`config.mk`:
```
export PLATFORM = sky130hd
export DESIGN_NAME = vpad_nstep
export DESIGN_NICKNAME = d
export VERILOG_FILES = /design/src/rtl/core/vpad_pkg.sv /design/src/rtl/core/vpad_nstep.sv
export SDC_FILE = /design/constraint.sdc
export NUM_CORES = 1
export LEC_CHECK = 0
export BUFFER_PORTS_ARGS = -buffer_cell sky130_fd_sc_hd__buf_2
export CORE_AREA = 2 2 90 92
export CTS_BUF_LIST = sky130_fd_sc_hd__clkbuf_16
export CTS_CLUSTER_DIAMETER = 60
export DETAILED_ROUTE_END_ITERATION = 7
export DIE_AREA = 0 0 92 94
export HOLD_SLACK_MARGIN = 0.03
export PLACE_DENSITY = 0.63
export SYNTH_ARGS = -nofsm -noshare
export SYNTH_HDL_FRONTEND = slang
export SYNTH_SLANG_ARGS = --single-unit
```
`constraint.sdc`:
```
create_clock -name clk -period 0.89 [get_ports clk]
set_input_delay 0.0445 -clock clk [delete_from_list [all_inputs] [get_ports clk]]
set_output_delay 0.0445 -clock clk [all_outputs]
set_load 0.01 [all_outputs]
```
`src/rtl/core/vpad_pkg.sv`:
```
// Shared types, constants and the arctangent table for the vector pair angle core.
package vpad_pkg;

  localparam int unsigned COORD_WIDTH_DEF     = 16;
  localparam int unsigned ANGLE_FRAC_BITS_DEF = 8;
  localparam int unsigned CORDIC_STAGES_DEF   = 18;

  // angle field width and fixed-point layout of the CORDIC datapath
  localparam int unsigned ANGLE_W   = 17;
  localparam int unsigned Z_FRAC    = 24;
  localparam int unsigned NORM_POS  = 40;
  localparam int unsigned NORM_W    = NORM_POS + 1;
  localparam int unsigned CXW       = 45;
  localparam int unsigned ZW        = 32;
  localparam int unsigned TW        = 34;
  localparam int unsigned MAX_STAGES = 32;

  typedef struct packed {
    logic valid;
    logic degen;
    logic dot_neg;
    logic cross_neg;
  } vpad_side_t;

  // atan(2^-i) in degrees, 24 fraction bits, rounded to nearest
  function automatic logic signed [ZW-1:0] atan_deg(input int unsigned idx);
    logic signed [ZW-1:0] v;
    unique case (idx)
      0:  v = 32'sd754974720;
      1:  v = 32'sd445687602;
      2:  v = 32'sd235489088;
      3:  v = 32'sd119537938;
      4:  v = 32'sd60000934;
      5:  v = 32'sd30029717;
      6:  v = 32'sd15018523;
      7:  v = 32'sd7509720;
      8:  v = 32'sd3754917;
      9:  v = 32'sd1877466;
      10: v = 32'sd938734;
      11: v = 32'sd469367;
      12: v = 32'sd234684;
      13: v = 32'sd117342;
      14: v = 32'sd58671;
      15: v = 32'sd29335;
      16: v = 32'sd14668;
      17: v = 32'sd7334;
      18: v = 32'sd3667;
      19: v = 32'sd1833;
      20: v = 32'sd917;
      21: v = 32'sd458;
      22: v = 32'sd229;
      23: v = 32'sd115;
      24: v = 32'sd57;
      25: v = 32'sd29;
      26: v = 32'sd14;
      27: v = 32'sd7;
      28: v = 32'sd4;
      29: v = 32'sd2;
      30: v = 32'sd1;
      default: v = '0;
    endcase
    return v;
  endfunction

endpackage

```
`src/rtl/core/vpad_nstep.sv`:
```
// One step of the joint normaliser: shift both magnitudes left when their top bits are clear.
module vpad_nstep #(
  parameter int unsigned MW    = 32,
  parameter int unsigned SHIFT = 16
) (
  input  logic                 clk,
  input  logic                 rst_n,
  input  vpad_pkg::vpad_side_t side_i,
  input  logic [MW-1:0]        cmag_i,
  input  logic [MW-1:0]        dmag_i,
  output vpad_pkg::vpad_side_t side_o,
  output logic [MW-1:0]        cmag_o,
  output logic [MW-1:0]        dmag_o
);
  import vpad_pkg::*;

  vpad_side_t    side_r;
  logic [MW-1:0] cmag_r, dmag_r;
  logic [MW-1:0] both;
  logic          top_clear;

  assign both      = cmag_i | dmag_i;
  assign top_clear = (both[MW-1 -: SHIFT] == '0);

  always_ff @(posedge clk) begin
    if (!rst_n) begin
      side_r <= '0;
    end else begin
      side_r <= side_i;
    end
  end

  always_ff @(posedge clk) begin
    cmag_r <= top_clear ? (cmag_i << SHIFT) : cmag_i;
    dmag_r <= top_clear ? (dmag_i << SHIFT) : dmag_i;
  end

  assign side_o = side_r;
  assign cmag_o = cmag_r;
  assign dmag_o = dmag_r;

endmodule

```
Word-level counts from Yosys, hierarchy flattened
Index checks and enable logic that the tools add are counted.

Output and inout port bits: 68. Input port bits: 70. Register bits: 68. Word-level logic and storage cells: 12.

Muxes and demuxes: 2. Bitwise gates (word level): 1. Reductions and logical operators: 1.

Operator list (number): $mux W32 (2); $or A32 B32 Y32 (1); $logic_not A16 Y1 (1).

Longest topological paths before layout
Word-level depth: 3. Mapped depth: 5. Gate-level depth less buffers: 3.

Worst setup path after synthesis
OpenSTA, ideal clock, no wires.

Path kind: input port to flip-flop. Start point: input dmag_i[18]. End point: register cmag_r[12] (netlist: cmag_o[12]). Library setup time: 0.123 ns. Path buffers: 2. Setup slack: -0.091 ns. Stages on the path: 5. Data required time: 0.767 ns. Arrival time: 0.858 ns. Path through: nor4_1 -> and4_1 -> buf_6 -> clkbuf_4 -> a21boi_0.

Longest elaborated chain between the ends: 2.

RTL lines: start: declaration (RTL line vpad_nstep.sv:10) `input logic [MW-1:0] dmag_i,`; $or A32 B32 Y32 (RTL line vpad_nstep.sv:22) `assign both = cmag_i | dmag_i;`; $logic_not A16 Y1 (RTL line vpad_nstep.sv:23) `assign top_clear = (both[MW-1 -: SHIFT] == '0);`; end signal: assignment (RTL line vpad_nstep.sv:34) `cmag_r <= top_clear ? (cmag_i << SHIFT) : cmag_i;`; end: declaration (RTL line vpad_nstep.sv:18) `logic [MW-1:0] cmag_r, dmag_r;`.

No other way between the ends. A chain may end at the register's enable or synchronous reset.

Worst setup path in the final report
Start point: input dmag_i[28]. End point: register cmag_r[1] (netlist: cmag_o[1]).

The elaborated chain is that of the path after synthesis.

==> impl_results.md <==
- Multiplexer fraction of the synthesized cell area: 0
- Power consumption: 7.97 mW
- Compound-gate portion of the synthesized area: 0.248
- Number of distinct library cell variants in the gate-level netlist after synthesis: 12
- Time the final worst path needs with I/O delays and setup: between 0.9 and 1 ns
- Global-route wire length before repair: about 11000 µm
- Std-Cell Core Area: roughly 7600 µm²
- RSZ-0062 raised after global routing: yes
- Clock tree from TritonCTS: done
- Post-Route Setup TNS: -3.58 ns
- CTS buffer count: 9
- Violated checks: setup timing
- Number of global-route vias before repair: 2360
- Antenna violations before repair: 0
- 1st-iter DRT viols: 45
- Worst setup path start: dmag_i[28]
- Multi-input combinational cell area: between 900 and 1000 µm²
- Fin area: between 4000 and 5000 µm²
- H-Tree Level Count: 3
- Leakage: about 2.1 nW
- Final weighted congestion in routability-driven placement: 0.769
- Drt pass-1 iters: 4
- Area occupied by registers: 1360 µm²
- Largest net degree at the start of global routing: 33
- Dominant combinational cell family by area after synthesis: compound AO/OA/AOI/OAI gates
- Worst setup margin: -0.0927 ns
- Cell count after synthesis: 160
- Placed inst area: a little over 3000 µm²
- Hold Path Origin: dmag_i[23]
- Rows: 32
- Die footprint: slightly below 9000 µm²
- TritonCTS sink count: 68
- GRT Total Usage: 0.174
- Most used cells in the layout excluding fill and tap cells: sky130_fd_sc_hd__buf_2 (132), sky130_fd_sc_hd__dfxtp_1 (68), sky130_fd_sc_hd__dlygate4sd3_1 (64), sky130_fd_sc_hd__a31o_4 (25), sky130_fd_sc_hd__a21boi_2 (20)
- Number of port buffers: between 100 and 150
- Number of hold violations in the final report: 0
- Critical path arrival: between 1 and 1.5 ns
- Area Overhead vs Synth: 119%
- Average cell area after synthesis: around 13 µm²
- IR drop worst, VDD: 1100 µV
- Kind of end point of the critical path: flop
- Mapped Area: between 2000 and 2500 µm²
- Post-synthesis share of cell area spent on full adders, half adders and majority gates: 0
- Root cell of the clock tree: sky130_fd_sc_hd__clkbuf_16
- Power per standard cell area: ~1700 nW/µm²
- Number of routed nets with antenna violations: 0
- Total Nets Final: about 460
- Congestion Overflow GR: 0
- Achievable Freq: slightly above 1000 MHz
- Number of warnings reported in the yosys synthesis log: 0
- Routed WL per cell: approximately 16 µm
- Category of the most critical setup path: in2reg
- Die extent in y: between 90 and 100 µm
- Total of flip-flops plus latches after synthesis: 68
- Number of top-level pins: between 100 and 150
- Final setup viols: 64
- Sort of element at the start of the critical path: primary input
- Total count of max-transition violations in the final report: 0
- CTS Buffer Depth: 2
- Worst-path maximum fanout: 8
- Fraction of the mapped netlist area in simple logic gates: 0.0441
- Final-layout fill cell count: between 600 and 700
- Clock transition at the registers of the reported paths: ~0.06 ns
- Proportion of layout cells with a drive suffix above 1: 0.609
- Worst Path Required: around 1.1 ns
- Tcrit/Tclk final: 1.10
- Via count of the routed design: ~2200
- Most common cell after layout, fill and taps aside: sky130_fd_sc_hd__buf_2
- Result of the run: finished, violations left
- Proportion of synthesized chip area in sequential cells: 0.648
- Worst-margin pin slew: 0.273 ns
- DR vias/cell: 4.47
- Max_slew headroom: 0.816
- Area share of xor/xnor cells in the synthesized design: 0
- Reported max-cap violation count: 0
- Path class of the lowest-slack min-delay path: in2reg
- Number of remaining DRC errors: 0
- Total nets after synthesis: 230
- Total wire length after detailed routing: just over 8000 µm
- Initial core utilization: 0.276
- Detailed placer's ending HPWL: 4440 µm
- Number of antenna cells inserted: 0
- Die X: ~92 µm
per-stage QoR:
| stage | utilization | setup WS (ns) | cells | hold slack, ns |
|---|---|---|---|---|
| 5_1_grt | 0.606 | -0.148 | 496 | 0.0461 |
| 2_1_floorplan | - | -0.0599 | 160 | 0.136 |
| 6_report | 0.606 | -0.0927 | 496 | 0.0480 |
| 3_5_place_dp | 0.400 | -0.647 | 404 | 0.248 |
| 4_1_cts | 0.562 | -0.0943 | 489 | -0.0956 |
| 3_3_place_gp | 0.400 | -0.654 | 404 | 0.243 |
where the power goes:
part | switching, mW | total (mW) | internal, mW
clock network | 1.27 | 3.71 | 2.43
registers | 0.0400 | 3.25 | 3.21
logic | 0.383 | 1.01 | 0.627
cell usage after synthesis (all sizes together):
cell type,n,area share
a21boi,32,0.11
a31o,32,0.13
and2,4,0.012
and4,2,0.0083
buf,13,0.056
clkbuf,1,0.0036
dfxtp,68,0.65
nor4,8,0.024
critical path: stages:
cell and delay, ns:
sky130_fd_sc_hd__buf_8 0.10, sky130_fd_sc_hd__nor4_4 0.25, sky130_fd_sc_hd__buf_4 0.14, sky130_fd_sc_hd__and4_4 0.25, sky130_fd_sc_hd__buf_12 0.16, sky130_fd_sc_hd__clkbuf_16 0.17
sky130_fd_sc_hd__a21boi_1 0.07
cell families after synthesis:
family          Yosys count
flops                    68
compound gates           64
simple gates             14
buf+inv                  14
path summary, 6_finish.rpt:
| kind | endpoint | depth (start not counted) |
|---|---|---|
| hold / removal | dmag_o[23] | 3 |
| setup / recovery | cmag_o[1] | 7 |
cell type report:
cell class	count	area share
tap	102	0.0277
sequential	68	0.295
timing repair buffer	232	0.393
multi-input combinational	78	0.215
clock buffer	9	0.0489
clock inverter	7	0.0198
timing repair:
action                     in CTS  in global routing
setup buffers                   3                  2
pin swaps                       7                 21
hold buffers                   63                  1
setup endpoints to repair      64                 64
gates resized for setup        39                 44
hold endpoints to repair       68                  1
gates cloned                    3                  5
registers in the layout, indices dropped and copies added (netlist names):
name / count
cmag_o: 32
dmag_o: 32
side_o: 4
per-layer routing:
metal	track usage	up-vias	wire, µm	part of all wire
li1	-	1059	-	-
met1	0.175	1056	3110	0.38
met2	0.325	91	4430	0.54
met3	0.0490	13	500	0.061
met4	0.0908	0	138	0.017
met5	0	-	0	0
No activity file was read; power rests on OpenSTA's default activity.
