**src/rtl/core/vpad_pkg.sv**
```systemverilog
// Shared types, constants and the arctangent table for the vector pair angle core.
package vpad_pkg;

  localparam int unsigned COORD_WIDTH_DEF     = 16;
  localparam int unsigned ANGLE_FRAC_BITS_DEF = 8;
  localparam int unsigned CORDIC_STAGES_DEF   = 18;

  // angle field width and fixed-point layout of the CORDIC datapath
  localparam int unsigned ANGLE_W   = 17;
  localparam int unsigned Z_FRAC    = 24;
  localparam int unsigned NORM_POS  = 40;
  localparam int unsigned NORM_W    = NORM_POS + 1;
  localparam int unsigned CXW       = 45;
  localparam int unsigned ZW        = 32;
  localparam int unsigned TW        = 34;
  localparam int unsigned MAX_STAGES = 32;

  typedef struct packed {
    logic valid;
    logic degen;
    logic dot_neg;
    logic cross_neg;
  } vpad_side_t;

  // atan(2^-i) in degrees, 24 fraction bits, rounded to nearest
  function automatic logic signed [ZW-1:0] atan_deg(input int unsigned idx);
    logic signed [ZW-1:0] v;
    unique case (idx)
      0:  v = 32'sd754974720;
      1:  v = 32'sd445687602;
      2:  v = 32'sd235489088;
      3:  v = 32'sd119537938;
      4:  v = 32'sd60000934;
      5:  v = 32'sd30029717;
      6:  v = 32'sd15018523;
      7:  v = 32'sd7509720;
      8:  v = 32'sd3754917;
      9:  v = 32'sd1877466;
      10: v = 32'sd938734;
      11: v = 32'sd469367;
      12: v = 32'sd234684;
      13: v = 32'sd117342;
      14: v = 32'sd58671;
      15: v = 32'sd29335;
      16: v = 32'sd14668;
      17: v = 32'sd7334;
      18: v = 32'sd3667;
      19: v = 32'sd1833;
      20: v = 32'sd917;
      21: v = 32'sd458;
      22: v = 32'sd229;
      23: v = 32'sd115;
      24: v = 32'sd57;
      25: v = 32'sd29;
      26: v = 32'sd14;
      27: v = 32'sd7;
      28: v = 32'sd4;
      29: v = 32'sd2;
      30: v = 32'sd1;
      default: v = '0;
    endcase
    return v;
  endfunction

endpackage

```
**src/rtl/core/vpad_cell.sv**
```systemverilog
// One CORDIC vectoring cell: rotate towards the x axis by atan(2^-IDX) and register.
module vpad_cell #(
  parameter int unsigned IDX = 0
) (
  input  logic                                  clk,
  input  logic                                  rst_n,
  input  vpad_pkg::vpad_side_t                  side_i,
  input  logic signed [vpad_pkg::CXW-1:0]       x_i,
  input  logic signed [vpad_pkg::CXW-1:0]       y_i,
  input  logic signed [vpad_pkg::ZW-1:0]        z_i,
  output vpad_pkg::vpad_side_t                  side_o,
  output logic signed [vpad_pkg::CXW-1:0]       x_o,
  output logic signed [vpad_pkg::CXW-1:0]       y_o,
  output logic signed [vpad_pkg::ZW-1:0]        z_o
);
  import vpad_pkg::*;

  localparam logic signed [ZW-1:0] STEP_ANGLE = atan_deg(IDX);

  vpad_side_t            side_r;
  logic signed [CXW-1:0] x_r, y_r, dx, dy;
  logic signed [ZW-1:0]  z_r;

  assign dx = y_i >>> IDX;
  assign dy = x_i >>> IDX;

  always_ff @(posedge clk) begin
    if (!rst_n) begin
      side_r <= '0;
    end else begin
      side_r <= side_i;
    end
  end

  always_ff @(posedge clk) begin
    if (y_i[CXW-1]) begin
      x_r <= x_i - dx;
      y_r <= y_i + dy;
      z_r <= z_i - STEP_ANGLE;
    end else begin
      x_r <= x_i + dx;
      y_r <= y_i - dy;
      z_r <= z_i + STEP_ANGLE;
    end
  end

  assign side_o = side_r;
  assign x_o    = x_r;
  assign y_o    = y_r;
  assign z_o    = z_r;

endmodule

```
**config.mk**
```make
export PLATFORM = sky130hd
export DESIGN_NAME = vpad_cell
export DESIGN_NICKNAME = d
export VERILOG_FILES = /design/src/rtl/core/vpad_pkg.sv /design/src/rtl/core/vpad_cell.sv
export SDC_FILE = /design/constraint.sdc
export NUM_CORES = 1
export LEC_CHECK = 0
export ABC_AREA = 1
export BUFFER_PORTS_ARGS = -buffer_cell sky130_fd_sc_hd__buf_2
export CAP_MARGIN = 40
export CORE_MARGIN = 3
export CORE_UTILIZATION = 45
export CTS_CLUSTER_DIAMETER = 100
export DETAILED_ROUTE_END_ITERATION = 10
export PLACE_DENSITY = 0.68
export SLEW_MARGIN = 30
export SYNTH_ARGS = -nofsm -noshare
export SYNTH_HDL_FRONTEND = slang
export SYNTH_SLANG_ARGS = --single-unit
```
**constraint.sdc**
```tcl
create_clock -name clk -period 2.79 [get_ports clk]
set_clock_uncertainty 0.1 [all_clocks]
set_input_delay 0.279 -clock clk [delete_from_list [all_inputs] [get_ports clk]]
set_output_delay 0.279 -clock clk [all_outputs]
set_load 0.01 [all_outputs]
```
# Word level (Yosys, flattened, before mapping)
# Index checks and enable logic that the tools add are counted.
[word_totals]
output_inout_bits = 126
word_cells = 15
input_bits = 128
reg_bits = 126
[op_classes]
addsub = 5
mux = 3
[op_table]
columns = ["cell", "count"]
rows = [
  ["$mux W45", 2],
  ["$sub A45 B45 Y45", 2],
  ["$add A45 B45 Y45", 1],
  ["$add A32 B31 Y32 const B", 1],
  ["$mux W32", 1],
  ["$sub A32 B31 Y32 const B", 1],
]

# Longest topological paths before layout
[logic_depth]
word_depth = 2
ltp_mapped = 17
mapped_depth_nobuf = 16

# Worst setup path before layout
# No wires, ideal clock.
[synth_path]
path_kind = "in2reg"
startpoint = "input port y_i[44] in the netlist's numbering"
endpoint = "register z_r[30], in the netlist z_o[30]"
setup_slack_ps = 773
t_arrival_ps = 1799
n_path_buf = 2
stages = 9
t_required_ps = 2572
setup_time_ps = 118
cell_sequence = "clkbuf_1 > inv_2 > buf_4 > fa_1 > o21ai_0 > a21oi_1 > nor2_1 > nor2_1 > xnor2_1"
[synth_between]
elab_chain_cells = 1
[synth_lines]
columns = ["element", "line_no", "rtl"]
rows = [
  ["start, declared", "vpad_cell.sv:9", "input logic signed [vpad_pkg::CXW-1:0] y_i,"],
  ["$mux W32", "vpad_cell.sv:36", "if (y_i[CXW-1]) begin"],
  ["end signal, assigned", "vpad_cell.sv:39", "z_r <= z_i - STEP_ANGLE;"],
  ["end signal, assigned", "vpad_cell.sv:43", "z_r <= z_i + STEP_ANGLE;"],
  ["end, declared", "vpad_cell.sv:22", "logic signed [ZW-1:0] z_r;"],
]
# Every way passes these cells.
# A chain may end at the register's enable or synchronous reset.

# Final worst setup path
[layout_path]
startpoint = "input port x_i[0] in the netlist's numbering"
endpoint = "register x_r[14], in the netlist x_o[14]"
[layout_between]
elab_chain_cells = 2
word_cells_on_any_way = 3
cone_classes = "add/sub: 2; mux: 1"
[layout_lines]
columns = ["element", "line_no", "rtl"]
rows = [
  ["start, declared", "vpad_cell.sv:8", "input logic signed [vpad_pkg::CXW-1:0] x_i,"],
  ["$add A45 B45 Y45 / $sub A45 B45 Y45 (equally long branches)", "vpad_cell.sv:41, vpad_cell.sv:37", ""],
  ["$mux W45 *", "vpad_cell.sv:36", ""],
  ["end signal, assigned", "vpad_cell.sv:37", "x_r <= x_i - dx;"],
  ["end signal, assigned", "vpad_cell.sv:41", "x_r <= x_i + dx;"],
  ["end, declared", "vpad_cell.sv:21", "logic signed [CXW-1:0] x_r, y_r, dx, dy;"],
]
# Mark *: on every way between the ends. The rest lies on a longest branch, timed or not.

==> run metrics <==
CP endpoint kind flip-flop; Initial Utilization 45.8%; Mapped Nets 2,874; setup TNS 0 ns; vias per inst 5.23; layout cells sized above 1 16.6%; # rows 65; status complete, no violations; Sink Count 125; final WL 63,100 µm; largest vdd supply drop 0.457 mV; PostCTS Resize Cnt 0; die height 186 µm; DR pass1 iterations 6; antenna-violating nets left 0; Nets 3,242; Detail Placement HPWL 53,400 µm; Top Ports 254; port buffer count 253; Max Fanout on Critical Path 4; Filler cells 3,253; Final Cell Area 17,700 µm²; worst slew margin relative to its limit 41.8%; Slew Viols, Final 0; CTS tree yes; worst path arrival time 2.66 ns; CTS Buffer Depth 2; sequential area share after synthesis 17.3%; clk root buf clkbuf_16; Syn Area/Cell 5.57 µm²; DR iter-0 viols 1,704; Clk pin slew, worst setup/hold paths 0.07 ns; Worst EP required 3.03 ns; Antenna Cells 0; vias in the first global route 16,800; endpoints failing hold 0; power density cells 455 nW/µm²; YS warnings 0; Max Freq 0.413 GHz; Routed wire per std cell 18.6 µm; RSZ-0062 raised after global routing no; Final Wtd Congestion 1.07; register bit count reported by yosys 125; final period utilization 86.9%; Chip Width 186 µm; CP Launch Type input pin; first-pass GRT wire length 93,200 µm; worst slew pin tran 0.874 ns; Design Power 8060 µW; Total Routing Usage GR 35.9%; Layout Utilization 56.0%; synthesis-to-layout area growth 22.3%; HP Class input pin to flip-flop; Max-cap violations 0; mapped cell area 14,500 µm²; residual overflow from global routing 0; via count 17,700; Leakage Power 0.0105 µW; Final setup viols 0; Final min period 2.42 ns; kind of critical path input pin to flip-flop; Synth cell types 40; TritonCTS Buffers 17; Die Area 34,400 µm²; area of the core 31,600 µm²; DP Area 16,800 µm²; drc violations 0; Post-Synthesis Cells 2,604; initial antenna violation count 0; largest net degree at the start of global routing 90; # H-tree levels 4
==> per-layer routing <==
layer  up-vias  wire [µm]  track usage [%]
met3       151       5600             5.06
met5         -          0                0
li1       8638          -                -
met1      8003      27300             47.7
met2       923      27300             57.9
met4         0       2910             15.9
==> metrics by stage <==
step / hold slack, ns / instances / worst slack [ns]
2_1_floorplan: 0.207 / 2604 / 0.773
3_3_place_gp: 0.283 / 3323 / -0.0596
3_5_place_dp: 0.283 / 3323 / -0.0246
4_1_cts: 0.00306 / 3387 / 0.428
5_1_grt: 0.0486 / 3387 / 0.204
6_report: 0.0260 / 3387 / 0.366
==> logic make-up after synthesis <==
group	count (synthesis)	share of synthesized area (%)
AO/OA/AOI/OAI	232	9.00
adder cells (fa/ha/maj)	142	12.5
buffers and inverters	565	15.9
XOR/XNOR	36	2.17
multiplexers	3	0.216
AND/OR/NAND/NOR	1501	43.0
flip-flops	125	17.3
==> final cells by class <==
type | count | area, µm² | share of cell area (%)
Inverter | 503 | 1890 | 10.6
Clock buffer | 20 | 447 | 2.52
Timing Repair Buffer | 411 | 2560 | 14.4
Multi-Input combinational cell | 1914 | 9690 | 54.7
Clock inverter | 12 | 136 | 0.769
Tap cell | 402 | 503 | 2.84
Sequential cell | 125 | 2500 | 14.1
==> power by group <==
part	total, µW	leakage [µW]	switching [µW]	internal [µW]
Clock	2320	0.000277	976	1350
Combinational	3570	0.00922	2340	1230
Sequential	2170	0.00105	101	2070
Total	8060	0.0105	3420	4650
==> worst max-delay path, stage by stage <==
cell     delay (ns)
buf_2          0.11
inv_1          0.04
ha_1           0.23
fa_1           0.47
buf_4          0.21
inv_1          0.13
nand2_1        0.07
nand3_1        0.24
inv_1          0.13
o21ai_1        0.20
buf_4          0.18
xor2_1         0.14
nand2_1        0.06
o21ai_0        0.16
==> cell usage in the layout, fill, tap and decap left out, types with 4 or more instances in the layout <==
master           n
a21oi_1        112
a21oi_2          4
and2_1           6
buf_2          253
buf_4          123
clkbuf_16       17
dfxtp_1        125
dlygate4sd3_1   32
fa_1             4
ha_1           138
inv_1          496
inv_2            5
nand2_1        948
nand2_2         22
nand3_1        216
nand3_2          5
nand3b_1         6
nand4_1         26
nor2_1         218
nor2_2          38
nor3_1           8
o21a_1           4
o21ai_0         52
o21ai_1         14
o21ai_2          5
o21bai_1        26
o22ai_1          8
xor2_1          33
==> final timing paths <==
kind / to / startpoint / slack (ns) / depth (start not counted)
max: x_o[14] / x_i[0] / 0.37 / 14
min: side_o[0] / rst_n / 0.03 / 3
==> synth_stat cells (all sizes together) <==
| master | count | area [µm²] |
|---|---|---|
| nand2 | 970 | 3700 |
| inv | 501 | 1880 |
| nor2 | 259 | 1090 |
| nand3 | 221 | 1130 |
| ha | 138 | 1730 |
| dfxtp | 125 | 2500 |
| a21oi | 117 | 612 |
| o21ai | 71 | 374 |
| buf | 55 | 393 |
| xor2 | 33 | 289 |
| nand4 | 26 | 163 |
| o21bai | 26 | 195 |
| nor3 | 8 | 40.0 |
| o22ai | 8 | 50.1 |
| clkbuf | 7 | 26.3 |
| and2 | 6 | 37.5 |
| nand3b | 6 | 45.0 |
| or2 | 5 | 31.3 |
| fa | 4 | 80.1 |
| o21a | 4 | 30.0 |
| o211ai | 3 | 22.5 |
| xnor2 | 3 | 26.3 |
| a21o | 2 | 15.0 |
| clkinv | 2 | 7.51 |
| mux2i | 2 | 20.0 |
| a31oi | 1 | 6.26 |
| mux2 | 1 | 11.3 |
==> what timing repair did <==
action / in CTS / in global routing
hold endpoints to repair: 29 / 0
hold buffers: 32 / 0
buffers inserted: 0 / 0
==> flip-flops by register name (all words and copies together) (netlist names) <==
name and count:
y_o 45, z_o 32, x_o 44, side_o 4
Power figures use the tool's default switching activity.
