--- config.mk ---
export PLATFORM = sky130hd
export DESIGN_NAME = vpad_prod
export DESIGN_NICKNAME = d
export VERILOG_FILES = /design/src/rtl/core/vpad_pkg.sv /design/src/rtl/core/vpad_prod.sv
export SDC_FILE = /design/constraint.sdc
export NUM_CORES = 2
export LEC_CHECK = 0
export BUFFER_PORTS_ARGS = -buffer_cell sky130_fd_sc_hd__buf_2
export CAP_MARGIN = 20
export CORE_MARGIN = 10
export CORE_UTILIZATION = 60
export CTS_BUF_LIST = sky130_fd_sc_hd__clkbuf_8
export CTS_CLUSTER_SIZE = 20
export DETAILED_ROUTE_END_ITERATION = 10
export GPL_TIMING_DRIVEN = 0
export HOLD_SLACK_MARGIN = 0.03
export PLACE_DENSITY = 0.8
export SLEW_MARGIN = 20
export SYNTH_ARGS = -nofsm -noshare
export SYNTH_HDL_FRONTEND = slang
export SYNTH_SLANG_ARGS = --single-unit
--- constraint.sdc ---
create_clock -name clk -period 7 [get_ports clk]
set_input_delay 0.35 -clock clk [delete_from_list [all_inputs] [get_ports clk]]
set_output_delay 0.35 -clock clk [all_outputs]
set_load 0.03 [all_outputs]
--- src/rtl/core/vpad_pkg.sv ---
// Shared types, constants and the arctangent table for the vector pair angle core.
package vpad_pkg;

  localparam int unsigned COORD_WIDTH_DEF     = 16;
  localparam int unsigned ANGLE_FRAC_BITS_DEF = 8;
  localparam int unsigned CORDIC_STAGES_DEF   = 18;

  // angle field width and fixed-point layout of the CORDIC datapath
  localparam int unsigned ANGLE_W   = 17;
  localparam int unsigned Z_FRAC    = 24;
  localparam int unsigned NORM_POS  = 40;
  localparam int unsigned NORM_W    = NORM_POS + 1;
  localparam int unsigned CXW       = 45;
  localparam int unsigned ZW        = 32;
  localparam int unsigned TW        = 34;
  localparam int unsigned MAX_STAGES = 32;

  typedef struct packed {
    logic valid;
    logic degen;
    logic dot_neg;
    logic cross_neg;
  } vpad_side_t;

  // atan(2^-i) in degrees, 24 fraction bits, rounded to nearest
  function automatic logic signed [ZW-1:0] atan_deg(input int unsigned idx);
    logic signed [ZW-1:0] v;
    unique case (idx)
      0:  v = 32'sd754974720;
      1:  v = 32'sd445687602;
      2:  v = 32'sd235489088;
      3:  v = 32'sd119537938;
      4:  v = 32'sd60000934;
      5:  v = 32'sd30029717;
      6:  v = 32'sd15018523;
      7:  v = 32'sd7509720;
      8:  v = 32'sd3754917;
      9:  v = 32'sd1877466;
      10: v = 32'sd938734;
      11: v = 32'sd469367;
      12: v = 32'sd234684;
      13: v = 32'sd117342;
      14: v = 32'sd58671;
      15: v = 32'sd29335;
      16: v = 32'sd14668;
      17: v = 32'sd7334;
      18: v = 32'sd3667;
      19: v = 32'sd1833;
      20: v = 32'sd917;
      21: v = 32'sd458;
      22: v = 32'sd229;
      23: v = 32'sd115;
      24: v = 32'sd57;
      25: v = 32'sd29;
      26: v = 32'sd14;
      27: v = 32'sd7;
      28: v = 32'sd4;
      29: v = 32'sd2;
      30: v = 32'sd1;
      default: v = '0;
    endcase
    return v;
  endfunction

endpackage

--- src/rtl/core/vpad_prod.sv ---
// Product stage: cross and dot products as sign plus magnitude, three register stages.
module vpad_prod #(
  parameter int unsigned COORD_WIDTH = 16
) (
  input  logic                             clk,
  input  logic                             rst_n,
  input  logic                             in_vld,
  input  logic signed [COORD_WIDTH-1:0]    ax,
  input  logic signed [COORD_WIDTH-1:0]    ay,
  input  logic signed [COORD_WIDTH-1:0]    bx,
  input  logic signed [COORD_WIDTH-1:0]    by,
  output vpad_pkg::vpad_side_t             side_o,
  output logic [2*COORD_WIDTH-1:0]         cross_mag_o,
  output logic [2*COORD_WIDTH-1:0]         dot_mag_o
);
  import vpad_pkg::*;

  localparam int unsigned PW = 2 * COORD_WIDTH;

  vpad_side_t           s1_r, s2_r, s3_r;
  logic signed [PW-1:0] axby_r, aybx_r, axbx_r, ayby_r;
  logic signed [PW:0]   cross_r, dot_r;
  logic signed [PW:0]   cross_neg, dot_neg;
  logic [PW-1:0]        cmag_r, dmag_r;
  logic                 degen;

  assign degen = ((ax == '0) && (ay == '0)) || ((bx == '0) && (by == '0));
  assign cross_neg = -cross_r;
  assign dot_neg   = -dot_r;

  always_ff @(posedge clk) begin
    if (!rst_n) begin
      s1_r <= '0;
      s2_r <= '0;
      s3_r <= '0;
    end else begin
      s1_r <= '{valid: in_vld, degen: degen, dot_neg: 1'b0, cross_neg: 1'b0};
      s2_r <= s1_r;
      s3_r <= '{valid: s2_r.valid, degen: s2_r.degen,
                dot_neg: dot_r[PW], cross_neg: cross_r[PW]};
    end
  end

  always_ff @(posedge clk) begin
    axby_r  <= ax * by;
    aybx_r  <= ay * bx;
    axbx_r  <= ax * bx;
    ayby_r  <= ay * by;
    cross_r <= {axby_r[PW-1], axby_r} - {aybx_r[PW-1], aybx_r};
    dot_r   <= {axbx_r[PW-1], axbx_r} + {ayby_r[PW-1], ayby_r};
    // magnitude always fits PW bits: the largest sum is 2^(PW-1)
    cmag_r  <= cross_r[PW] ? cross_neg[PW-1:0] : cross_r[PW-1:0];
    dmag_r  <= dot_r[PW]   ? dot_neg[PW-1:0]   : dot_r[PW-1:0];
  end

  assign side_o      = s3_r;
  assign cross_mag_o = cmag_r;
  assign dot_mag_o   = dmag_r;

endmodule

# Word level (Yosys, flattened, before mapping)
# Cells that the tools add are included.
# word_totals
reg_bits	266
in_bits	67
output_inout_bits	68
wordCells	33
# op_classes
addsub	4
n_mul	4
mux	2
reduce_logical	7
# op_table
operator	count
$mul 16x16->32	4
$logic_not 16->1	4
$mux 32	2
$neg 32->32	2
$add 32x32->33	1
$sub 32x32->33	1
$logic_and 1x1->1	2
$logic_or 1x1->1	1

# Logic depth before layout (Yosys ltp)
# logic_depth
ltp_word	3
mapped_depth	24
ltp_nobuf	23

# Worst setup path before layout
# OpenSTA, ideal clock, no wires.
# synth_timing
kind	input-to-reg
startpoint	input by[7]
endpoint	register axby_r[31]
setup_time_ps	114
arrival_time_ps	6434
t_required_ps	6886
setup_slack_ps	451
cell_stages	23
n_path_buf	1
path_cell_list	clkbuf_1 > nand2_1 > fa_1 > inv_1 > fa_1 > inv_1 > fa_1 > inv_1 > fa_1 > fa_1 > inv_1 > fa_1 > inv_1 > ha_1 > a2111oi_0 > o21ai_0 > a211oi_1 > a22oi_1 > a221oi_1 > a21oi_1 > o41ai_1 > mux2i_1 > a2111oi_0
# synth_between
elab_chain_cells	1
# synth_rtl
element	line	source
from (decl)	vpad_prod.sv:11	input logic signed [COORD_WIDTH-1:0] by,
$mul 16x16->32	vpad_prod.sv:45	axby_r <= ax * by;
to (signal assigned)	vpad_prod.sv:45	
to (decl)	vpad_prod.sv:21	logic signed [PW-1:0] axby_r, aybx_r, axbx_r, ayby_r;
# Every way passes these cells.
# A chain may end at the register's enable or synchronous reset.

# Final worst setup path
# layout_timing
startpoint	input by[12]
endpoint	register axby_r[31]
# Same word-level chain as after synthesis.

==> out/results.ini <==
[status]
status = complete, no violations

[layout]
final_nets = 6993
syn_to_final_growth_pct = 6.75
layout_commonest_cell = inv_1
nFillCells = 6752
drive_gt1_share_pct = 6.09
final_util_pct = 64.9
final_cell_mix = inv_1, fa_1, nand2_1

[routing]
wl_mm = 152
drtAntennaViolNets = 0
drt-initial-drc-count = 3642
routed-via-count = 38066
drc = 0
dr.pass1.iters = 8
routed_via_density = 5.77
wl_per_cell_microns = 23.0

[job]
maxCapViolations = 0

[hold_path]
min_to = ayby_r[0]
hold_start = by[0]
worstHoldPathType = in2reg
hold_path_depth = 2

[floorplanning]
rows = 104
start_util_pct = 60.8
boundaryPins = 135
die_w_microns = 306
die_height_microns = 306
coreArea_sq_um = 80900
die_area_sq_um = 93900

[logic_synthesis]
syn_inst = 5294
seq_area_frac_synth_pct = 10.8
synth_edf_count = 0
syn-cell-area_sq_um = 49200
syn_area_per_cell_sq_um = 9.30
syn_nets = 6805
synth_warnings = 0
yosysUniqueCellTypes = 62
synth_ff_type = dfxtp_1
async_reset_ff_share_pct = 0
yosys_register_bits = 266

[worst_setup_path]
crit_top_cell = fa_1
rr_endpoint = cross_mag_o[29]
ff2ff_path_depth = 9
critPathKind = in2reg
crit_slowest_cell = clkbuf_1
r2r-start = cross_r[4]
worst_ep_arrival_time_ns = 7.37
startpoint_type = input pin
critical_path.endpoint_type = register
slowest_delay_ns = 0.59
worstPathCellList = buf_2 > clkbuf_1 > and2_1 > fa_1 > inv_1 > fa_1 > inv_1 > fa_1 > fa_1 > fa_1 > inv_1 > fa_1 > inv_1 > ha_1 > and3_1 > and4_2 > o221ai_2 > a22oi_2 > a221oi_2 > a21oi_1 > o41ai_2 > mux2i_1 > a2111oi_4
cp_max_fo = 10
required_ns = 7.48
rrSetupSlack_ns = 3.12

[sta]
setup_tns_ns = 0
rsz0062_at_grt = yes
min_period_ns = 6.89
max_freq_mhz = 145
max-slew-margin-rel_pct = 13.8
tightest_slew_ns = 1.28
setup_violations = 0
finalClockSkew_ns = 0.0639
drv_slew = 0
setup_ws_ns = 0.107
hold_viol = 0
post-route-period-util_pct = 98.5

[grt]
grt_use_total_pct = 33.1
overflow = 0
grt_pass1_vias = 40027
grt_pass1_wl_mm = 233
grt_max_degree = 16
antenna_found_initial = 35

[placed_design]
post-place-ws_ns = -1.67
portBuffers = 134
gp_congestion = 1.09
dp_hpwl_mm = 125

[clock_network]
cts_sinks = 266
ctsLongestPathBuffers = 3
cts_buffers = 46
clockRootBuffer = clkbuf_8
clk_pin_slew_ns = 0.06
cts_max_level = 2
clkLatencyLatePin_ns = 0.68
cts_tree = done

kinds of logic (layout without fill, tap and decap cells):
group	after synthesis	count (layout)	synth area share, %
and+or+nand+nor	1470	1470	15.1
adders and majority gates	1444	1444	52.7
buffers and inverters	1399	1621	10.7
AOI/OAI and AO/OA	464	464	6.17
DFF	266	266	10.8
xor gates and xnor gates	248	248	4.41
muxes	3	3	0.0610
other	0	25	0
worst max-delay path by stage:
| stage | end | from | depth (start not counted) |
|---|---|---|---|
| after detailed placement | axby_r[31] | ax[7] | 24 |
| after global placement | axby_r[31] | ax[7] | 24 |
| after CTS | axby_r[31] | ax[13] | 22 |
| after global routing | axby_r[31] | ax[7] | 22 |
| final | axby_r[31] | by[12] | 23 |
| after floorplan | axby_r[31] | by[7] | 23 |
flip-flops by register name, indices dropped and copies added (netlist names):
| register | count |
|---|---|
| aybx_r | 32 |
| side_o | 4 |
| s1_r | 2 |
| axbx_r | 32 |
| s2_r | 2 |
| dot_mag_o | 32 |
| dot_r | 33 |
| cross_r | 33 |
| ayby_r | 32 |
| cross_mag_o | 32 |
| axby_r | 32 |
cells in the mapped netlist, drive strengths merged (3+ instances only):
cell type / instances / area share [%]
inv: 1198 / 9.1
fa: 1050 / 43
nand2: 557 / 4.2
and2: 518 / 6.6
ha: 394 / 10
dfxtp: 266 / 11
xnor2: 200 / 3.6
clkbuf: 199 / 1.5
nor2: 141 / 1.1
a21oi: 122 / 1.2
o21ai: 91 / 0.93
a21o: 77 / 1.2
xor2: 48 / 0.85
nand2b: 38 / 0.48
nand3: 33 / 0.34
nor3: 32 / 0.33
nor2b: 29 / 0.37
o31ai: 28 / 0.44
and3: 25 / 0.32
o21a: 25 / 0.38
nor4: 23 / 0.29
o21bai: 23 / 0.35
or3: 18 / 0.23
a211oi: 17 / 0.26
or4: 17 / 0.30
nand4: 16 / 0.20
a31oi: 10 / 0.13
a2111oi: 9 / 0.16
a221oi: 9 / 0.16
o41ai: 9 / 0.18
a211o: 7 / 0.12
and4: 7 / 0.12
o22ai: 5 / 0.064
a2111o: 4 / 0.092
a311oi: 4 / 0.071
a31o: 4 / 0.071
nor3b: 4 / 0.061
or2: 4 / 0.051
and3b: 3 / 0.053
mux2i: 3 / 0.061
o211ai: 3 / 0.046
o221ai: 3 / 0.053
per-layer routing:
metal	track usage, %	vias to the layer above	wire, microns
li1	-	16305	-
met1	41.2	19081	55900
met2	49.8	2167	65700
met3	11.4	505	19800
met4	19.1	8	10100
met5	0	-	50
what timing repair did:
action                                 CTS  global route
gates cloned                             0             0
pin swaps                                0             3
buffers inserted                         0             3
gates resized for setup                 43           183
setup endpoints to repair                6            15
endpoints found under the hold margin    2             0
hold buffers                             2             0
stage by stage:
step	hold slack (ns)	cells	cell area (sq um)
4_1_cts	0.0932	6571	52300
2_1_floorplan	0.376	5294	49200
3_3_place_gp	0.415	6488	51200
5_1_grt	0.129	6583	52500
3_5_place_dp	0.414	6488	51200
6_report	0.135	6601	52500
worst max-delay path, delay by kind of cell:
family	cells	cell delay, ns
compound gates	6	1.83
simple gates	3	0.82
fa+ha+maj	7	3.05
buf+inv	6	1.09
mux	1	0.20
area by class of cell:
| cell class | instances | area [sq um] | share of cell area (%) |
|---|---|---|---|
| plain buffers | 200 | 917 | 1.75 |
| repair buffers | 141 | 747 | 1.42 |
| multi-input cells | 3629 | 38700 | 73.7 |
| clock buffers | 59 | 812 | 1.55 |
| well taps | 1060 | 1330 | 2.52 |
| diodes | 25 | 62.6 | 0.119 |
| flip-flops and latches | 266 | 5330 | 10.1 |
| clock inverters | 23 | 149 | 0.283 |
| inverters | 1198 | 4500 | 8.57 |
Power is not shown: default switching activity piles up to over one toggle a cycle in this logic, so the estimate is an artifact.
