File: src/rtl/core/vpad_pkg.sv
// Shared types, constants and the arctangent table for the vector pair angle core.
package vpad_pkg;

  localparam int unsigned COORD_WIDTH_DEF     = 16;
  localparam int unsigned ANGLE_FRAC_BITS_DEF = 8;
  localparam int unsigned CORDIC_STAGES_DEF   = 18;

  // angle field width and fixed-point layout of the CORDIC datapath
  localparam int unsigned ANGLE_W   = 17;
  localparam int unsigned Z_FRAC    = 24;
  localparam int unsigned NORM_POS  = 40;
  localparam int unsigned NORM_W    = NORM_POS + 1;
  localparam int unsigned CXW       = 45;
  localparam int unsigned ZW        = 32;
  localparam int unsigned TW        = 34;
  localparam int unsigned MAX_STAGES = 32;

  typedef struct packed {
    logic valid;
    logic degen;
    logic dot_neg;
    logic cross_neg;
  } vpad_side_t;

  // atan(2^-i) in degrees, 24 fraction bits, rounded to nearest
  function automatic logic signed [ZW-1:0] atan_deg(input int unsigned idx);
    logic signed [ZW-1:0] v;
    unique case (idx)
      0:  v = 32'sd754974720;
      1:  v = 32'sd445687602;
      2:  v = 32'sd235489088;
      3:  v = 32'sd119537938;
      4:  v = 32'sd60000934;
      5:  v = 32'sd30029717;
      6:  v = 32'sd15018523;
      7:  v = 32'sd7509720;
      8:  v = 32'sd3754917;
      9:  v = 32'sd1877466;
      10: v = 32'sd938734;
      11: v = 32'sd469367;
      12: v = 32'sd234684;
      13: v = 32'sd117342;
      14: v = 32'sd58671;
      15: v = 32'sd29335;
      16: v = 32'sd14668;
      17: v = 32'sd7334;
      18: v = 32'sd3667;
      19: v = 32'sd1833;
      20: v = 32'sd917;
      21: v = 32'sd458;
      22: v = 32'sd229;
      23: v = 32'sd115;
      24: v = 32'sd57;
      25: v = 32'sd29;
      26: v = 32'sd14;
      27: v = 32'sd7;
      28: v = 32'sd4;
      29: v = 32'sd2;
      30: v = 32'sd1;
      default: v = '0;
    endcase
    return v;
  endfunction

endpackage

File: src/rtl/core/vpad_post.sv
// Quadrant fold, wrap into one turn, rounding and the registered result.
module vpad_post #(
  parameter int unsigned ANGLE_FRAC_BITS = 8
) (
  input  logic                                clk,
  input  logic                                rst_n,
  input  vpad_pkg::vpad_side_t                side_i,
  input  logic signed [vpad_pkg::ZW-1:0]      z_i,
  output logic                                out_valid,
  output logic [vpad_pkg::ANGLE_W-1:0]        out_angle,
  output logic                                out_degenerate
);
  import vpad_pkg::*;

  localparam int unsigned SH = Z_FRAC - ANGLE_FRAC_BITS;
  localparam int unsigned RW = 9 + ANGLE_FRAC_BITS;
  localparam int unsigned UW = TW - 1;
  localparam logic signed [TW-1:0] HALF_TURN_Z = TW'(180) <<< Z_FRAC;
  localparam logic signed [TW-1:0] FULL_TURN_Z = TW'(360) <<< Z_FRAC;
  localparam logic [UW:0]          ROUND_HALF  = (UW+1)'(1) << (SH - 1);
  localparam logic [RW-1:0]        TURN        = RW'(360) << ANGLE_FRAC_BITS;

  vpad_side_t           p1_r, p2_r, p3_r;
  logic signed [TW-1:0] z_ext, theta_r, theta_up, theta_dn;
  logic [UW-1:0]        wrapped_r;
  logic [UW:0]          rounded;
  logic [RW-1:0]        r_r, r_fold;
  logic                 out_valid_r, out_degen_r;
  logic [RW+ANGLE_W-1:0] angle_ext;
  logic [ANGLE_W-1:0]   out_angle_r;

  assign z_ext    = {{(TW-ZW){z_i[ZW-1]}}, z_i};
  assign theta_up = theta_r + FULL_TURN_Z;
  assign theta_dn = theta_r - FULL_TURN_Z;
  assign rounded  = {1'b0, wrapped_r} + ROUND_HALF;
  assign r_fold   = (r_r >= TURN) ? (r_r - TURN) : r_r;
  assign angle_ext = {{ANGLE_W{1'b0}}, r_fold};

  always_ff @(posedge clk) begin
    if (!rst_n) begin
      p1_r        <= '0;
      p2_r        <= '0;
      p3_r        <= '0;
      out_valid_r <= 1'b0;
    end else begin
      p1_r        <= side_i;
      p2_r        <= p1_r;
      p3_r        <= p2_r;
      out_valid_r <= p3_r.valid;
    end
  end

  always_ff @(posedge clk) begin
    unique case ({side_i.dot_neg, side_i.cross_neg})
      2'b00:   theta_r <= z_ext;
      2'b10:   theta_r <= HALF_TURN_Z - z_ext;
      2'b11:   theta_r <= HALF_TURN_Z + z_ext;
      default: theta_r <= FULL_TURN_Z - z_ext;
    endcase
    priority if (theta_r[TW-1]) begin
      wrapped_r <= theta_up[UW-1:0];
    end else if (theta_r >= FULL_TURN_Z) begin
      wrapped_r <= theta_dn[UW-1:0];
    end else begin
      wrapped_r <= theta_r[UW-1:0];
    end
    r_r <= rounded[SH +: RW];
    out_degen_r <= p3_r.degen;
    // zero-length input forces the angle to zero
    out_angle_r <= p3_r.degen ? '0 : angle_ext[ANGLE_W-1:0];
  end

  assign out_valid      = out_valid_r;
  assign out_angle      = out_angle_r;
  assign out_degenerate = out_degen_r;

endmodule

File: config.mk
export PLATFORM = sky130hd
export DESIGN_NAME = vpad_post
export DESIGN_NICKNAME = d
export VERILOG_FILES = /design/src/rtl/core/vpad_pkg.sv /design/src/rtl/core/vpad_post.sv
export SDC_FILE = /design/constraint.sdc
export NUM_CORES = 1
export LEC_CHECK = 0
export BUFFER_PORTS_ARGS = -buffer_cell sky130_fd_sc_hd__clkbuf_2
export CORE_MARGIN = 2
export CORE_UTILIZATION = 55
export CTS_CLUSTER_SIZE = 20
export DETAILED_ROUTE_END_ITERATION = 8
export GPL_TIMING_DRIVEN = 1
export HOLD_SLACK_MARGIN = 0.02
export PLACE_DENSITY = 0.78
export SYNTH_ARGS = -nofsm -noshare
export SYNTH_HDL_FRONTEND = slang
export SYNTH_SLANG_ARGS = --single-unit
File: constraint.sdc
create_clock -name clk -period 4.3 [get_ports clk]
set_input_delay 0.43 -clock clk [delete_from_list [all_inputs] [get_ports clk]]
set_output_delay 0.43 -clock clk [all_outputs]
set_load 0.005 [all_outputs]
**After elaboration in Yosys (flattened, before gate mapping)**

Index checks and enable logic that the tools add are counted.

- Output and inout port bits: 19
- Word-level logic and storage cells: 28
- Input bits: 38
- Flip-flop bits (word level): 109

- Equality and inequality tests: 2
- Order comparisons: 2
- Add/sub/neg operators: 7
- Mux-type cells: 4
- Reductions and logical operators: 1

Operators by type and width:

| cell | count |
|---|---|
| $pmux 34 s3 | 1 |
| $mux 33 | 2 |
| $add 33x32->34 const A | 1 |
| $ge 34x34->1 const B | 1 |
| $sub 33x32->34 const A | 1 |
| $sub 34x32->34 const A | 1 |
| $add 33x16->33 const B | 1 |
| $add 33x33->33 const B | 1 |
| $sub 33x33->33 const B | 1 |
| $ge 17x17->1 const B | 1 |
| $mux 17 | 1 |
| $sub 17x17->17 const B | 1 |
| $eq 2x2->1 const B | 2 |
| $logic_not 2->1 | 1 |

**Longest topological paths before layout**

Gate-level depths: netlist (run 1).

- Depth in word-level cells: 3
- Gate-level depth with buffers: 9
- Depth with buffers taken out: 8

**Worst setup path before layout (run 1)**

Ideal clock, no wire load.

- Path type: input -> register
- From: input side_i[0] (netlist name)
- To: register theta_r[31]
- Path buffers: 1
- Arrival: 1.879 ns
- Library setup time: 0.134 ns
- Data required time: 4.166 ns
- Path slack: 2.287 ns
- Cell stages on the path: 9
- Cells stage by stage: inv_1 ha_1 clkbuf_1 or2_2 o21ai_0 nand3_1 o211ai_1 xnor2_1 a21oi_1

- Word-level cells in the longest chain between the ends: 2
- Elaborated cells between the ends (all ways): 4
- Those cells by class: 2 x eq/ne; 1 x mux; 1 x reduce/logical

Ends and longest elaborated chain:

| element | RTL line | RTL |
|---|---|---|
| from (decl) | vpad_post.sv:7 | `input vpad_pkg::vpad_side_t side_i,` |
| $eq 2x2->1 or $logic_not 2->1 (tied branches) | vpad_post.sv:54 | `unique case ({side_i.dot_neg, side_i.cross_neg})` |
| $pmux 34 s3 (*) | vpad_post.sv:54 |  |
| to (signal assigned) | vpad_post.sv:55 | `2'b00: theta_r <= z_ext;` |
| to (signal assigned) | vpad_post.sv:56 | `2'b10: theta_r <= HALF_TURN_Z - z_ext;` |
| to (signal assigned) | vpad_post.sv:57 | `2'b11: theta_r <= HALF_TURN_Z + z_ext;` |
| to (decl) | vpad_post.sv:24 | `logic signed [TW-1:0] z_ext, theta_r, theta_up, theta_dn;` |

Mark *: on every way between the ends. The rest lies on a longest branch, timed or not.
A chain may end at the register's enable or synchronous reset.

**Worst setup path in the final report (run 1)**

- From: input side_i[0] (netlist name)
- To: register theta_r[18]

The elaborated chain is that of the path after synthesis.

==> impl_metrics.tcl, run 1 <==
set metrics [dict create \
    num-nets-final 488 \
    place_congestion 0.913 \
    multiInputGateArea_mm2 0.00177 \
    cap_violations 0 \
    fmax_mhz 511 \
    timing.rr.end "out_angle[14]" \
    dp_hpwl_um 4590 \
    hp-class "in -> reg" \
    antenna_cells 0 \
    critPathArrivalTime_ns 2.18 \
    slew_headroom_pct 36.5 \
    hold_buffers 0 \
    place_ws_ns 2.04 \
    power_mw 1.85 \
    drc 0 \
    die_w_um 83.5 \
    pin_count 57 \
    hold_path_end "p1_r[3]" \
    post_cts_buffers 0 \
    finClkSkew_ns 0.00937 \
    dieArea_mm2 0.00697 \
    syn_avg_cell_area_um2 8.86 \
    syn_inst 392 \
    fin_hold_ws_ns 0.293 \
    period_share_pct 45.5 \
    cts_made_buffers 9 \
    instances_no_fill 519 \
    p_leak_nw 1.69 \
    min_period_ns 1.96 \
    synth_warnings 0 \
    grt_pass1_vias 2491 \
    io_buffers 56 \
    wirelength_um 6110 \
    core_mm2 0.00603 \
    rsz0062_at_grt "no" \
    hold_viol 0 \
    wire_per_inst_um 11.8 \
    cp.required_ns 4.52 \
    vias 2819 \
    synth_flop_cell "dfxtp_1" \
    irDropWorstVdd_mv 0.306 \
    route.antenna.remaining_nets 0 \
    layout_common_cells "dfxtp_1, clkbuf_2, nand2_1" \
    antenna_found_initial 0 \
    postSynth.asyncResetShare_pct 0 \
    synth-seq-cells 79 \
    grt-ovfl-total 0 \
    start_util_pct 57.6 \
    regArea_mm2 0.00158 \
    clock_sinks 79 \
    cp_max_fo 32 \
    finalSetupViolations 0 \
    crit_path_end_kind "flop" \
    die_y_um 83.5 \
    grt_max_degree 33 \
    cts_tree "yes" \
    via_per_inst 5.43 \
    drt_iter0_drc 147 \
    clkLatencyLatePin_ns 0.34 \
    slew_violations 0 \
    powerDensity_mw_per_mm2 464 \
    fin_tns_setup_ns 0 \
    status "finished, final reports clean" \
    htreeDepth 3 \
    place_inst 503 \
    worst_pin_slew_ns 0.952 \
    reg2reg_from "r_r[12]" \
    critPathKind "in -> reg" \
    crit_path_start_kind "input port" \
    nFillCells 501 \
    post_cts_resized 0 \
    worstHoldPathCells 2 \
    clkTransAtPathRegs_ns 0.08 \
    synthesis.area_mm2 0.00347 \
    synth_edf_count 0 \
    r2r_slack_ns 2.41 \
    hp-start "side_i[3]" \
    clk_path_buf_depth 2 \
    ys_seq_area_share_pct 45.5 \
    worstRegToRegCells 6 \
    yosysUniqueCellTypes 49 \
    detailedRoute.firstPassIterationCount 4 \
    grt_pass1_wl_um 10600 \
    area_delta_synth_final_pct 14.7 \
    rows 28 \
    grt_usage_pct 18.4 \
    final_common_cell "dfxtp_1" \
    drive_above_1_share_pct 18.0 \
    cts-root-buf "clkbuf_8" \
    fin_ws_ns 2.34 \
    synth.net_count 441 \
]
-- report_power, final --
| group | total [mW] | leakage [nW] | switching [mW] | internal, mW |
|---|---|---|---|---|
| Sequential | 0.956 | 0.663 | 0.0834 | 0.873 |
| Clock | 0.562 | 0.105 | 0.269 | 0.293 |
| Combinational | 0.331 | 0.926 | 0.166 | 0.165 |
-- synth_stat cells, types with 3 or more instances --
library cell	instances	area share (%)
ha_1	11	4.0
nand4_1	7	1.3
clkbuf_1	18	1.9
nor3_1	7	1.0
xor2_1	11	2.8
nor4_1	5	0.90
a22oi_1	4	0.86
inv_1	13	1.4
mux2i_1	6	1.7
a21oi_1	15	2.2
o22ai_1	4	0.72
dfxtp_1	79	46
nor2_1	30	3.2
nand2b_1	5	0.90
a21o_1	3	0.65
nand3_1	21	3.0
xnor2_1	18	4.5
or3_1	4	0.72
and2_1	7	1.3
o21ai_0	31	4.5
nor2b_1	17	3.1
o31ai_1	7	1.5
or2_2	3	0.54
and3_1	4	0.72
nand2_1	32	3.5
-- worst max path at each step --
stage	start	end	slack, ns	cells past startpoint
floorplan	side_i[0]	theta_r[31]	2.29	9
global placement	side_i[0]	theta_r[16]	2.08	6
detailed placement	side_i[0]	theta_r[25]	2.04	6
CTS	side_i[0]	theta_r[18]	2.39	6
global route	side_i[0]	theta_r[31]	2.21	9
finish	side_i[0]	theta_r[18]	2.34	6
-- sequential cells by signal (all words and copies together), names as in the netlist --
register,cells
out_degenerate,1
wrapped_r,18
out_angle,17
out_valid,1
p2_r,2
p3_r,2
r_r,17
p1_r,2
theta_r,19
-- metal layers --
layer	track usage, %	share of wire (%)
met4	8.94	2.3
met3	3.56	4.9
met1	21.5	44
met5	0	0
met2	32.1	49
-- metrics by stage --
stage / area [um^2] / util (%)
CTS: 3990 / 66.1
global placement: 3770 / 62.6
finish: 3990 / 66.1
floorplan: 3470 / -
global route: 3990 / 66.1
detailed placement: 3770 / 62.6
-- logic make-up (layout without fill, tap and decap cells) --
family / after synthesis / count (layout) / synth area share (%)
and+or+nand+nor: 158 / 158 / 24.8
DFF: 79 / 79 / 45.5
AOI/OAI and AO/OA: 76 / 76 / 13.1
buffers and inverters: 33 / 85 / 3.57
xor gates and xnor gates: 29 / 29 / 7.31
adders and majority gates: 11 / 11 / 3.96
muxes: 6 / 6 / 1.73
-- critical path, stage by stage --
cell	delay (ns)
clkbuf_2	0.09
inv_1	0.07
ha_1	0.68
or3_1	0.65
nand3_1	0.14
o21ai_0	0.11
-- layout make-up --
cell class              count  area share, %
inverters                  13           1.22
clock buffers              10           3.45
repair buffers             56           7.03
flip-flops and latches     79           39.7
multi-input cells         280           44.4
clock inverters             6           1.88
well taps                  75           2.35
Note: power is estimated with default switching activity, not from simulation.
==> inputs of run 2 (changes only) <==
Settings changed: ABC_AREA set to 1, CORE_UTILIZATION 55 to 50, PLACE_DENSITY 0.78 to 0.74.
Clock period 4.3 ns to 1.6 ns, I/O delays scaled along.
==> run 2 against run 1 <==
Against the previous run: combinational power rose to 3.4 times the previous value; design area up 12%; worst hold slack worse by 0.24 ns; critical path type is now reg -> reg; critical path depth up 2; highest routed layer unchanged; cell count up 33%; power rose to 2.8 times the previous value; first-iteration DRC count down 19%; worst setup slack worse by 2.2 ns; critical endpoint is now r_r[15]; sequential share of layout area down 4.2 points; non-clock buffer count up 17; clock skew down 0.0016 ns; synthesized cell count up 30%.
==> impl_metrics.tcl, run 2 <==
set metrics [dict create \
    status "finished, final reports clean" \
    rsz0062_at_grt "no" \
    fin_hold_ws_ns 0.0497 \
    yosysUniqueCellTypes 34 \
    vias 3258 \
    cts-root-buf "clkbuf_8" \
    drive_above_1_share_pct 19.2 \
    synth.most_common_cell "nand2_1" \
    finClkSkew_ns 0.00775 \
    rows 31 \
    grt_pass1_vias 2999 \
    grt_max_degree 19 \
    top_register "theta_r" \
    dp_hpwl_um 5550 \
    place_congestion 0.885 \
    antenna_cells 0 \
    sw_frac_of_total_pct 28.5 \
    syn_avg_cell_area_um2 7.27 \
    die_w_um 90.2 \
    cts_tree "yes" \
    via_per_inst 4.71 \
    cp_max_fo 3 \
    instances_no_fill 692 \
    yosys.area.top_type "dfxtp_1" \
    regArea_mm2 0.00158 \
    postSynth.asyncResetShare_pct 0 \
    clk_path_buf_depth 2 \
    powerDensity_mw_per_mm2 1180 \
    synthTopCellsByArea "dfxtp_1, nand2_1, inv_1" \
    slew_headroom_pct 63.6 \
    area_delta_synth_final_pct 19.7 \
    clkLatencyLatePin_ns 0.35 \
    ys_seq_area_share_pct 42.5 \
    layout_common_cells "nand2_1, inv_1, dfxtp_1" \
    power.internal_mw 3.75 \
    die_y_um 90.2 \
    irDropWorstVdd_mv 0.459 \
    worst_pin_slew_ns 0.546 \
    critPathKind "reg -> reg" \
    place_inst 673 \
    switchingPower_mw 1.50 \
    yosysTopAreaCellShare_pct 42.5 \
    nFillCells 649 \
    min_period_ns 1.48 \
    final_common_cell "nand2_1" \
    clkTransAtPathRegs_ns 0.07 \
    cap_violations 0 \
    start_util_pct 51.5 \
    htreeDepth 3 \
    grt_pass1_wl_um 12100 \
    detailedRoute.firstPassIterationCount 5 \
    synth_edf_count 0 \
    wirelength_um 6980 \
    dieArea_mm2 0.00814 \
    finalSetupViolations 0 \
    clock_sinks 79 \
    p_comb_share_pct 21.4 \
    slew_violations 0 \
    fin_tns_setup_ns 0 \
    synthesis.area_mm2 0.00372 \
    drc 0 \
    route.antenna.remaining_nets 0 \
    grt-ovfl-total 0 \
    synth.net_count 560 \
    synth-seq-cells 79 \
    synth.top_cells.by_count "nand2_1, inv_1, dfxtp_1, nor2_1, nand3_1" \
    crit_path_start_kind "flop" \
    p_clk_share_pct 29.3 \
    synth_warnings 0 \
    num-nets-final 637 \
    synth_flop_cell "dfxtp_1" \
    core_mm2 0.00721 \
    io_buffers 56 \
    post-route-util_pct 61.7 \
    fmax_mhz 677 \
    design_area_mm2 0.00445 \
    top_regs "theta_r (19), wrapped_r (18)" \
    hold_viol 0 \
    pin_count 57 \
    multiInputGateArea_mm2 0.00178 \
    largest_register_ffs 19 \
    drt_iter0_drc 119 \
    cp.required_ns 1.88 \
    grt_usage_pct 18.2 \
    hp-class "in -> reg" \
    cts_made_buffers 9 \
    antenna_found_initial 0 \
    wire_per_inst_um 10.1 \
    placed_area_mm2 0.00420 \
    pwr-share-seq_pct 49.3 \
    period_share_pct 92.3 \
    syn_inst 511 \
    crit_path_end_kind "flop" \
    critPathArrivalTime_ns 1.76 \
    p_leak_nw 2.26 \
]
-- run 2: cell types whose count changed after synthesis, moves of 14 or more --
cell,delta
clkbuf_1,-14
inv_1,+74
nand2_1,+70
nand3_1,+14
nor2_1,+37
nor2b_1,-17
-- run 2: layout make-up --
class	instances	share of cell area [%]
Multi-Input combinational cell	335	40.0
Tap cell	99	2.78
Clock buffer	11	2.95
Timing Repair Buffer	73	9.28
Clock inverter	5	1.83
Inverter	90	7.59
Sequential cell	79	35.5
-- run 2: routing by layer --
metal	global-route usage [%]	part of all wire, %	vias to the layer above
met4	10.5	3.1	0
met5	0	0	-
met2	31.3	48	102
met3	5.11	5.5	20
met1	20.1	43	1393
li1	-	-	1743
-- run 2: final timing paths --
| check | from | to | slack (ns) | cells past startpoint |
|---|---|---|---|---|
| max | wrapped_r[15] | r_r[15] | 0.12 | 8 |
| min | z_i[22] | theta_r[22] | 0.05 | 2 |
| max reg2reg | wrapped_r[15] | r_r[15] | 0.12 | 8 |
| min reg2reg | theta_r[24] | wrapped_r[24] | 0.33 | 0 |
-- run 2: power groups by stage --
stage / Combinational (mW) / Clock (mW) / Sequential, mW
2_1_floorplan: 0.734 / 0 / 2.60
3_3_place_gp: 1.07 / 0 / 2.62
3_5_place_dp: 1.11 / 0 / 2.63
4_1_cts: 1.12 / 1.57 / 2.58
5_1_grt: 1.30 / 1.67 / 2.63
6_report: 1.12 / 1.54 / 2.59
-- run 2: stage by stage --
stage	setup slack, ns	total power [mW]
final	0.123	5.25
after CTS	0.106	5.27
after global placement	-0.0571	3.69
after floorplan	0.0449	3.34
after global routing	0.00277	5.60
after detailed placement	-0.126	3.73
-- run 2: logic make-up after synthesis --
kind of cell               share of synthesized area (%)
adders and majority gates                           3.70
buffers and inverters                               9.90
DFF                                                 42.5
xor gates and xnor gates                            5.62
and+or+nand+nor                                     29.2
AOI/OAI and AO/OA                                   8.99
-- run 2: worst max-delay path, cell delays in order, from the launching register on --
cell and delay, ns:
dfxtp_1 0.36, ha_1 0.20, nand3_2 0.12, nor2_4 0.14, nand4_2 0.14, nor2_4 0.15
nand2_2 0.08, nor2_2 0.09, xor2_1 0.14
-- run 2: repair_timing --
item / 4_1_cts / 5_1_grt
setup endpoints to repair: 0 / 2
buffers inserted: 0 / 1
hold endpoints to repair: 2 / 0
gates resized for setup: 0 / 3
hold buffers: 2 / 0
==> inputs of run 3 (changes only) <==
Settings changed: CORE_UTILIZATION 50 to 55, PLACE_DENSITY 0.74 to 0.78.
Clock period 1.6 ns to 1.8 ns, I/O delays scaled along.
==> run 3 against run 2 <==
Against the previous run: clock-buffer cell count did not move; clock power down 3%; core utilization up 6.0 points; via count down 0.89%; design area is 1.7% lower; cell count down 4.3%; combinational power decreased by 13%; register-to-register slack gained 0.18 ns.
==> impl_metrics.tcl, run 3 (synthesis results as in run 2) <==
set metrics [dict create \
    status "finished, final reports clean" \
    finalSetupViolations 0 \
    cap_violations 0 \
    drive_above_1_share_pct 17.8 \
    fmax_mhz 651 \
    via_per_inst 4.88 \
    post_cts_resized 0 \
    irDropWorstVdd_mv 0.398 \
    reg2reg_from "wrapped_r[15]" \
    sw_frac_of_total_pct 27.3 \
    route.antenna.remaining_nets 0 \
    instances_no_fill 662 \
    min_period_ns 1.54 \
    rsz0062_at_grt "no" \
    finClkSkew_ns 0.00712 \
    place_congestion 0.907 \
    final_common_cell "nand2_1" \
    clkTransAtPathRegs_ns 0.07 \
    vias 3229 \
    powerDensity_mw_per_mm2 1090 \
    detailedRoute.firstPassIterationCount 4 \
    cp_max_fo 4 \
    dieArea_mm2 0.00743 \
    crit_family "adder cells" \
    cp.required_ns 2.02 \
    num-nets-final 629 \
    crit_path_start_kind "input port" \
    cts_tree "yes" \
    clock_sinks 79 \
    grt-ovfl-total 0 \
    cp_common_cell "inv_1" \
    slew_violations 0 \
    path_cells "clkbuf_2 > inv_1 > ha_1 > inv_1 > ha_1 > inv_1 > a22oi_1 > nand2_1 > nor2_1 > nand3_1 > nand3_1 > nand2_1" \
    clk_path_buf_depth 2 \
    largest_register_ffs 19 \
    top_regs "theta_r (19), wrapped_r (18)" \
    timing.rr.end "r_r[15]" \
    switchingPower_mw 1.30 \
    post_cts_buffers 0 \
    io_buffers 56 \
    cp-startpoint "side_i[0]" \
    slew_headroom_pct 64.2 \
    grt_pass1_vias 3101 \
    rows 29 \
    slowest_stage "ha_1" \
    die_w_um 86.2 \
    wire_per_inst_um 10.2 \
    worst_pin_slew_ns 0.536 \
    p_clk_share_pct 31.2 \
    crit_cells 12 \
    drc 0 \
    grt_max_degree 19 \
    cts-root-buf "clkbuf_8" \
    drt_iter0_drc 144 \
    antenna_cells 0 \
    critPathArrivalTime_ns 1.75 \
    cts_made_buffers 9 \
    critPathKind "in -> reg" \
    htreeDepth 3 \
    grt_usage_pct 20.2 \
    die_y_um 86.2 \
    post-route-util_pct 67.7 \
    pin_count 57 \
    p_leak_nw 2.22 \
    period_share_pct 85.3 \
    start_util_pct 57.6 \
    power.internal_mw 3.46 \
    pwr-share-seq_pct 48.3 \
    dp_hpwl_um 5450 \
    area_delta_synth_final_pct 17.7 \
    p_comb_share_pct 20.5 \
    crit_path_end_kind "flop" \
    hold_viol 0 \
    r2r_slack_ns 0.30 \
    worstRegToRegCells 8 \
    place_inst 644 \
    hp-class "in -> reg" \
    top_register "theta_r" \
    clkLatencyLatePin_ns 0.33 \
    crit_buf_inv 4 \
    cpPeakStageDelay_ns 0.34 \
    antenna_found_initial 0 \
    core_mm2 0.00646 \
    layout_common_cells "nand2_1, inv_1, dfxtp_1" \
    crit_end "theta_r[32]" \
    wirelength_um 6790 \
    grt_pass1_wl_um 12100 \
]
## run 3: power groups by stage
stage,Clock (mW),Combinational (mW),Sequential [mW]
after global routing,1.59,1.13,2.34
after CTS,1.53,0.974,2.30
after global placement,0,0.934,2.33
final,1.49,0.973,2.30
after detailed placement,0,0.965,2.34
after floorplan,0,0.652,2.31
## run 3: what timing repair did
| action | CTS | global route |
|---|---|---|
| endpoints found under the setup margin | 0 | 0 |
| endpoints found under the hold margin | 2 | 0 |
| hold buffers | 2 | 0 |
## run 3: cell type report
| type | instances | area (um^2) |
|---|---|---|
| clock inverters | 5 | 106 |
| well taps | 77 | 96.3 |
| clock buffers | 11 | 131 |
| repair buffers | 65 | 353 |
| multi-input cells | 335 | 1770 |
| flip-flops and latches | 79 | 1580 |
| inverters | 90 | 338 |
| fillers | 578 | 2080 |
## run 3: metal layers
layer | part of all wire, % | up-vias | GRT usage (%)
li1 | - | 1733 | -
met1 | 43 | 1390 | 21.7
met2 | 50 | 85 | 36.8
met3 | 3.9 | 21 | 2.95
met4 | 2.7 | 0 | 12.8
met5 | 0 | - | 0
## run 3: stage by stage
| stage | total power, mW | setup TNS [ns] | worst slack, ns | hold slack (ns) | area (um^2) |
|---|---|---|---|---|---|
| after floorplan | 2.97 | 0 | 0.225 | 0.271 | 3720 |
| after global placement | 3.26 | 0 | 0.0499 | 0.312 | 4120 |
| after detailed placement | 3.30 | -0.0446 | -0.0446 | 0.312 | 4120 |
| after CTS | 4.80 | 0 | 0.279 | 0.0627 | 4370 |
| after global routing | 5.06 | 0 | 0.120 | 0.0898 | 4370 |
| final | 4.76 | 0 | 0.265 | 0.0879 | 4370 |
## run 3: how the worst min path moves through the flow
stage	from	end	slack, ns	cells past startpoint
finish	z_i[22]	theta_r[22]	0.09	2
global route	z_i[16]	theta_r[16]	0.09	3
CTS	z_i[22]	theta_r[22]	0.06	2
detailed placement	theta_r[17]	wrapped_r[17]	0.31	0
global placement	theta_r[23]	wrapped_r[23]	0.31	0
floorplan	z_i[22]	theta_r[22]	0.27	1
